File: src/rtl/core/crcpc_pkg.sv
// crcpc_pkg: types, constants and byte-wide helper functions of the record checker
// used by the interfaces and all modules under rtl/core; no dependencies
package crcpc_pkg;

    localparam logic [31:0] CRC_POLY       = 32'hEDB8_8320;
    localparam logic [31:0] CRC_INIT       = 32'hFFFF_FFFF;
    localparam logic [31:0] CRC_XOR_OUT    = 32'hFFFF_FFFF;
    localparam logic [7:0]  DELIM_RESET    = 8'h09;
    localparam logic [3:0]  MAX_DIGITS     = 4'd8;

    typedef enum logic [1:0] {
        ST_OK         = 2'd0,
        ST_NO_DELIM   = 2'd1,
        ST_BAD_PREFIX = 2'd2,
        ST_MISMATCH   = 2'd3
    } status_t;

    typedef struct packed {
        logic [7:0] record_byte;
        logic       is_last;
    } item_t;

    typedef struct packed {
        status_t     status;
        logic [31:0] received_crc;
        logic [31:0] computed_crc;
    } result_t;

    typedef struct packed {
        logic  valid;
        item_t item;
    } stage_t;

    typedef struct packed {
        logic is_bad;
        logic [3:0] value;
    } hex_digit_t;

    function automatic logic [31:0] crc_byte(input logic [31:0] crc, input logic [7:0] b);
        logic [31:0] c;
        c = crc ^ {24'd0, b};
        for (int i = 0; i < 8; i++)
        begin
            if (c[0])
            begin
                c = (c >> 1) ^ CRC_POLY;
            end
            else
            begin
                c = c >> 1;
            end
        end
        return c;
    endfunction

    function automatic hex_digit_t hex_value(input logic [7:0] b);
        hex_digit_t d;
        d.is_bad = 1'b0;
        d.value  = 4'd0;
        if (b >= 8'h30 && b <= 8'h39)
        begin
            d.value = b[3:0];
        end
        else if ((b >= 8'h61 && b <= 8'h66) || (b >= 8'h41 && b <= 8'h46))
        begin
            d.value = b[3:0] + 4'd9;
        end
        else
        begin
            d.is_bad = 1'b1;
        end
        return d;
    endfunction

endpackage

File: src/rtl/core/crcpc_record.sv
// crcpc_record: per-record state, hex prefix parse, byte-wide crc-32 and result decision
// depends on crcpc_pkg
module crcpc_record import crcpc_pkg::*;
(
    input  logic       clk,
    input  logic       rst_n,
    input  stage_t     stage,
    input  logic [7:0] delimiter,
    input  logic       slot_free,
    output logic       take,
    output logic       res_load,
    output result_t    res
);

    logic        in_content_reg;
    logic        in_content_next;
    logic [31:0] acc_reg;
    logic [31:0] acc_next;
    logic [3:0]  digit_count_reg;
    logic [3:0]  digit_count_next;
    logic        prefix_bad_reg;
    logic        prefix_bad_next;
    logic [31:0] crc_reg;
    logic [31:0] crc_next;
    logic [31:0] crc_final;
    hex_digit_t  digit;
    logic [7:0]  b;

    assign b        = stage.item.record_byte;
    assign digit    = hex_value(b);
    assign take     = stage.valid && (!stage.item.is_last || slot_free);
    assign res_load = take && stage.item.is_last;

    always_comb
    begin
        in_content_next  = in_content_reg;
        acc_next         = acc_reg;
        digit_count_next = digit_count_reg;
        prefix_bad_next  = prefix_bad_reg;
        crc_next         = crc_reg;
        if (in_content_reg)
        begin
            crc_next = crc_byte(crc_reg, b);
        end
        else if (b == delimiter)
        begin
            in_content_next = 1'b1;
            if (digit_count_reg == 4'd0)
            begin
                prefix_bad_next = 1'b1;
            end
        end
        else if (digit.is_bad || digit_count_reg >= MAX_DIGITS)
        begin
            prefix_bad_next = 1'b1;
        end
        else
        begin
            acc_next         = {acc_reg[27:0], digit.value};
            digit_count_next = digit_count_reg + 4'd1;
        end
    end

    assign crc_final = crc_next ^ CRC_XOR_OUT;

    always_comb
    begin
        res.status       = ST_OK;
        res.received_crc = 32'd0;
        res.computed_crc = crc_final;
        priority if (!in_content_next)
        begin
            res.status       = ST_NO_DELIM;
            res.computed_crc = 32'd0;
        end
        else if (prefix_bad_next)
        begin
            res.status = ST_BAD_PREFIX;
        end
        else
        begin
            res.received_crc = acc_next;
            res.status       = (acc_next == crc_final) ? ST_OK : ST_MISMATCH;
        end
    end

    always_ff @(posedge clk or negedge rst_n)
    begin
        if (!rst_n)
        begin
            in_content_reg  <= 1'b0;
            acc_reg         <= 32'd0;
            digit_count_reg <= 4'd0;
            prefix_bad_reg  <= 1'b0;
            crc_reg         <= CRC_INIT;
        end
        else if (res_load)
        begin
            in_content_reg  <= 1'b0;
            acc_reg         <= 32'd0;
            digit_count_reg <= 4'd0;
            prefix_bad_reg  <= 1'b0;
            crc_reg         <= CRC_INIT;
        end
        else if (take)
        begin
            in_content_reg  <= in_content_next;
            acc_reg         <= acc_next;
            digit_count_reg <= digit_count_next;
            prefix_bad_reg  <= prefix_bad_next;
            crc_reg         <= crc_next;
        end
    end

    // record state is back to its initial values after the final byte
    assert property (@(posedge clk) disable iff (!rst_n)
        res_load |=> (!in_content_reg && !prefix_bad_reg && digit_count_reg == 4'd0
                      && acc_reg == 32'd0 && crc_reg == CRC_INIT))
        else $error("record state not cleared after final byte");

    assert property (@(posedge clk) disable iff (!rst_n)
        digit_count_reg <= MAX_DIGITS)
        else $error("digit count beyond limit");

    // no prefix or crc digits move once content has started
    assert property (@(posedge clk) disable iff (!rst_n)
        (take && !res_load && in_content_reg) |=>
            (in_content_reg && $stable(acc_reg) && $stable(digit_count_reg)))
        else $error("prefix state changed during content");

    assert property (@(posedge clk) disable iff (!rst_n)
        (res_load && res.status == ST_NO_DELIM) |->
            (res.received_crc == 32'd0 && res.computed_crc == 32'd0))
        else $error("missing delimiter result carries checksum values");

endmodule

File: config.mk
export PLATFORM = sky130hd
export DESIGN_NAME = crcpc_record
export DESIGN_NICKNAME = d
export VERILOG_FILES = /design/src/rtl/core/crcpc_pkg.sv /design/src/rtl/core/crcpc_record.sv
export SDC_FILE = /design/constraint.sdc
export NUM_CORES = 1
export LEC_CHECK = 0
export BUFFER_PORTS_ARGS = -buffer_cell sky130_fd_sc_hd__buf_2
export CORE_AREA = 2 2 104 106
export DETAILED_ROUTE_END_ITERATION = 12
export DIE_AREA = 0 0 106 108
export PLACE_DENSITY_LB_ADDON = 0.25
export SLEW_MARGIN = 30
export SYNTH_ARGS = -nofsm -noshare
export SYNTH_HDL_FRONTEND = slang
export SYNTH_SLANG_ARGS = --single-unit
export TNS_END_PERCENT = 10
File: constraint.sdc
create_clock -name clk -period 8.7 [get_ports clk]
set_input_delay 0.435 -clock clk [delete_from_list [all_inputs] [get_ports clk]]
set_output_delay 0.435 -clock clk [all_outputs]
set_load 0.01 [all_outputs]
==> Implementation_results.wiki <==
{| class="wikitable"
! Metric !! Value
|-
| Outcome || finished clean
|-
| # setup viols final || 0
|-
| Filler-free cell count of the finished design || ~750
|-
| Top achievable clock speed || 0.241 GHz
|-
| Hold-fix buffer count after cts || 0
|-
| Synthesized instance count || 540
|-
| DRC violation count after routing || 0
|-
| Global-route wire length before repair || 24500 um
|-
| Horizontal die dimension || 106 um
|-
| Worst setup slack after placement || 4740 ps
|-
| #FFs+latches synth || 70
|-
| Number of buffers and inverters on the critical path || 1
|-
| Master cell of the clock root buffer || clkbuf_8
|-
| Met3 Resource Use GR || 0.0536
|-
| Largest cells by area after synthesis || dfrtp_1 17%, dfstp_2 15%, xnor2_1 11%
|-
| Share of post-route cells with drive strength above 1 || 0.280
|-
| Number of flops mapped to enable cells by yosys || 0
|-
| Largest net degree at the start of global routing || 71
|-
| Type of the setup path with the least slack || reg -> out
|-
| Critical Path RT || 8270 ps
|-
| Clock power share || 0.308
|-
| Post-CTS resize count || 0
|-
| Via Count || 4511
|-
| Number of optimization iterations in the first detailed-route pass || 5
|-
| Input/output buffers || 88
|-
| Total length of routed wires || 15400 um
|-
| Reg-to-reg critical path startpoint || crc_reg[5]
|-
| Cell Area, Synth || 5510 um2
|-
| Element type at the critical path start || flip-flop
|-
| Type of the worst min-delay path || in -> async
|-
| Die boundary height || 108 um
|-
| Most used cells in the layout excluding fill and tap cells || 88 x buf_2, 66 x xnor2_1, 50 x mux2i_1, 50 x nor2_1, 37 x dfrtp_1
|-
| Met1 routing resource usage after global routing || 0.384
|-
| Clk Latency, worst-skew pair || 350 ps
|-
| Crit-path max FO || 8
|-
| Starting density of the core || 0.538
|-
| Most used DFF post-synth || dfrtp_1
|-
| Post-Place Cell Area || about 6000 um2
|-
| Number of buffers added by the clock tree synthesis step || 9
|-
| Proportion of register bits with asynchronous set or reset after synthesis || 1.00
|-
| Number of levels in the clock H-tree || 3
|-
| Kind of cell with the highest combined delay on the critical path || XOR/XNOR gates
|-
| Mapped Nets || 566
|-
| Relative max-transition margin || 0.475
|-
| Number of top-level design ports || 89
|-
| Core Area || about 10000 um2
|-
| Placement Rows || 37
|-
| Drt initial violations || 419
|-
| Final WS setup || between 4000 and 5000 ps
|-
| Busiest layer in global routing || met2
|-
| N_diodes || 0
|-
| CTS tree || yes
|-
| Clock Sink Count || 70
|-
| Total Routing Usage GR || 0.280
|-
| Tightest Pin Transition || 785 ps
|-
| Max cap viols || 0
|-
| Maximum vdd ir drop || about 57 uV
|-
| GR met2 Demand/Resource || 0.450
|-
| Placed cells || 738
|-
| Leakage || around 0.0031 uW
|-
| Switching power as a share of total power || 0.320
|-
| Largest incremental delay on the critical path || 600 ps
|-
| Clock Pin Slew Worst Setup and Hold Paths || 80 ps
|-
| Setup TNS after final layout || 0 ps
|-
| Ratio of routed vias to standard cells || 5.98
|-
| Combinational group share of total power || 0.252
|-
| Kind of end point of the critical path || output pin
|-
| Detailed placement HPWL || roughly 11000 um
|-
| Most common cell after layout, fill and taps aside || buf_2
|-
| Power dissipated by switching net loads || 254 uW
|-
| Placer Congestion || roughly 0.96
|-
| Data arrival time of the critical path || 3720 ps
|-
| Fraction of the cycle the final worst path needs || 0.477
|-
| Critical-path cell with the highest stage delay || dfstp_2
|-
| Slew Viols, Final || 0
|-
| Final clock skew || 11.5 ps
|-
| Final Hold Violating Endpoints || 0
|-
| Synth cell types || 56
|-
| Die area || ~11000 um2
|-
| Layout overhead on the synthesized area || 13.0%
|-
| Setup repair after global routing missed its margin || no
|-
| Detail-routed net length per standard cell || roughly 20 um
|-
| Net count of the finished layout || about 640
|-
| Overflow left after global routing || 0
|-
| Post-layout min period || roughly 4200 ps
|-
| Vias in the first global route || about 4.4k
|-
| Clock Tree Buf Depth || 2
|-
| Final Cell Area || 6220 um2
|-
| Fraction of power consumed by sequential logic || 0.439
|-
| Sequential cell area fraction in the yosys report || 0.325
|-
| Crit path launch || crc_reg[1]
|-
| Cell-internal power || 539 uW
|-
| PwrDens || roughly 130 nW/um2
|-
| Antenna violations before repair || 0
|-
| Number of warnings printed during yosys synthesis || 0
|-
| Series of cell instances along the critical path || xnor2_4, xnor3_1, mux2i_1, mux2i_1, xnor2_1, nor4_2, nand4_1, nor4_2, a21oi_1, buf_2
|-
| Yosys top cell by area || dfrtp_1
|-
| Post-Synthesis Mean Instance Area || 10.2 um2
|-
| Number of setup buffers added after CTS || 0
|-
| Share of the synthesized area in the top cell type || 0.173
|-
| Count of antenna-violating nets left after detailed routing || 0
|}
==> final timing paths <==
check	end	slack (ps)	cells after the start
setup / recovery	res[65]	4550	10
hold / removal	acc_reg[2]	200	2
setup reg to reg	crc_reg[24]	6310	7
hold reg to reg	crc_reg[25]	510	2
max in group asynchronous	in_content_reg	8060	2
min in group clk	digit_count_reg[0]	430	2
==> Yosys cell counts (11+ instances only) <==
| master | number |
|---|---|
| dfrtp_1 | 38 |
| and3_1 | 28 |
| xnor2_1 | 66 |
| a21oi_1 | 36 |
| xnor3_1 | 12 |
| o21ai_0 | 12 |
| mux2i_1 | 50 |
| nand2_1 | 11 |
| xor2_1 | 14 |
| and2_1 | 27 |
| clkbuf_1 | 24 |
| nor2_1 | 51 |
| a22o_1 | 31 |
| inv_1 | 15 |
| dfstp_2 | 32 |
==> kinds of logic after synthesis <==
logic type / count (synthesis) / share of synthesized area
xor gates and xnor gates: 108 / 0.241
buffers and inverters: 49 / 0.0418
and+or+nand+nor: 151 / 0.151
AOI/OAI and AO/OA: 103 / 0.129
DFF: 70 / 0.325
muxes: 54 / 0.100
adders and majority gates: 5 / 0.0114
==> per-layer routing <==
metal / share of wire / wire length, um / up-vias
met3: 0.077 / 1180 / 32
met5: 0 / 0 / -
met4: 0.024 / 374 / 0
met1: 0.42 / 6520 / 2223
met2: 0.47 / 7280 / 210
li1: - / - / 2046
==> final cells by class <==
type / count / area, um2
inverter: 15 / 56.3
fill: 864 / 4010
sequential: 70 / 1790
tap: 136 / 170
multi-input combinational: 421 / 3520
clock buffer: 11 / 141
timing repair buffer: 96 / 504
clock inverter: 5 / 36.3
==> power groups by stage <==
stage | Clock (uW) | Sequential [uW] | Combinational [uW]
final | 245 | 349 | 200
after global routing | 261 | 350 | 217
after CTS | 246 | 348 | 199
after detailed placement | 0 | 354 | 197
after global placement | 0 | 353 | 194
after floorplan | 0 | 349 | 150
==> metrics by stage <==
stage	hold WS [ps]	util	power, uW
2_1_floorplan	139	-	499
3_3_place_gp	471	0.589	547
3_5_place_dp	490	0.590	551
4_1_cts	331	0.607	793
5_1_grt	244	0.608	828
6_report	196	0.608	794
No activity file was read; power rests on OpenSTA's default activity.
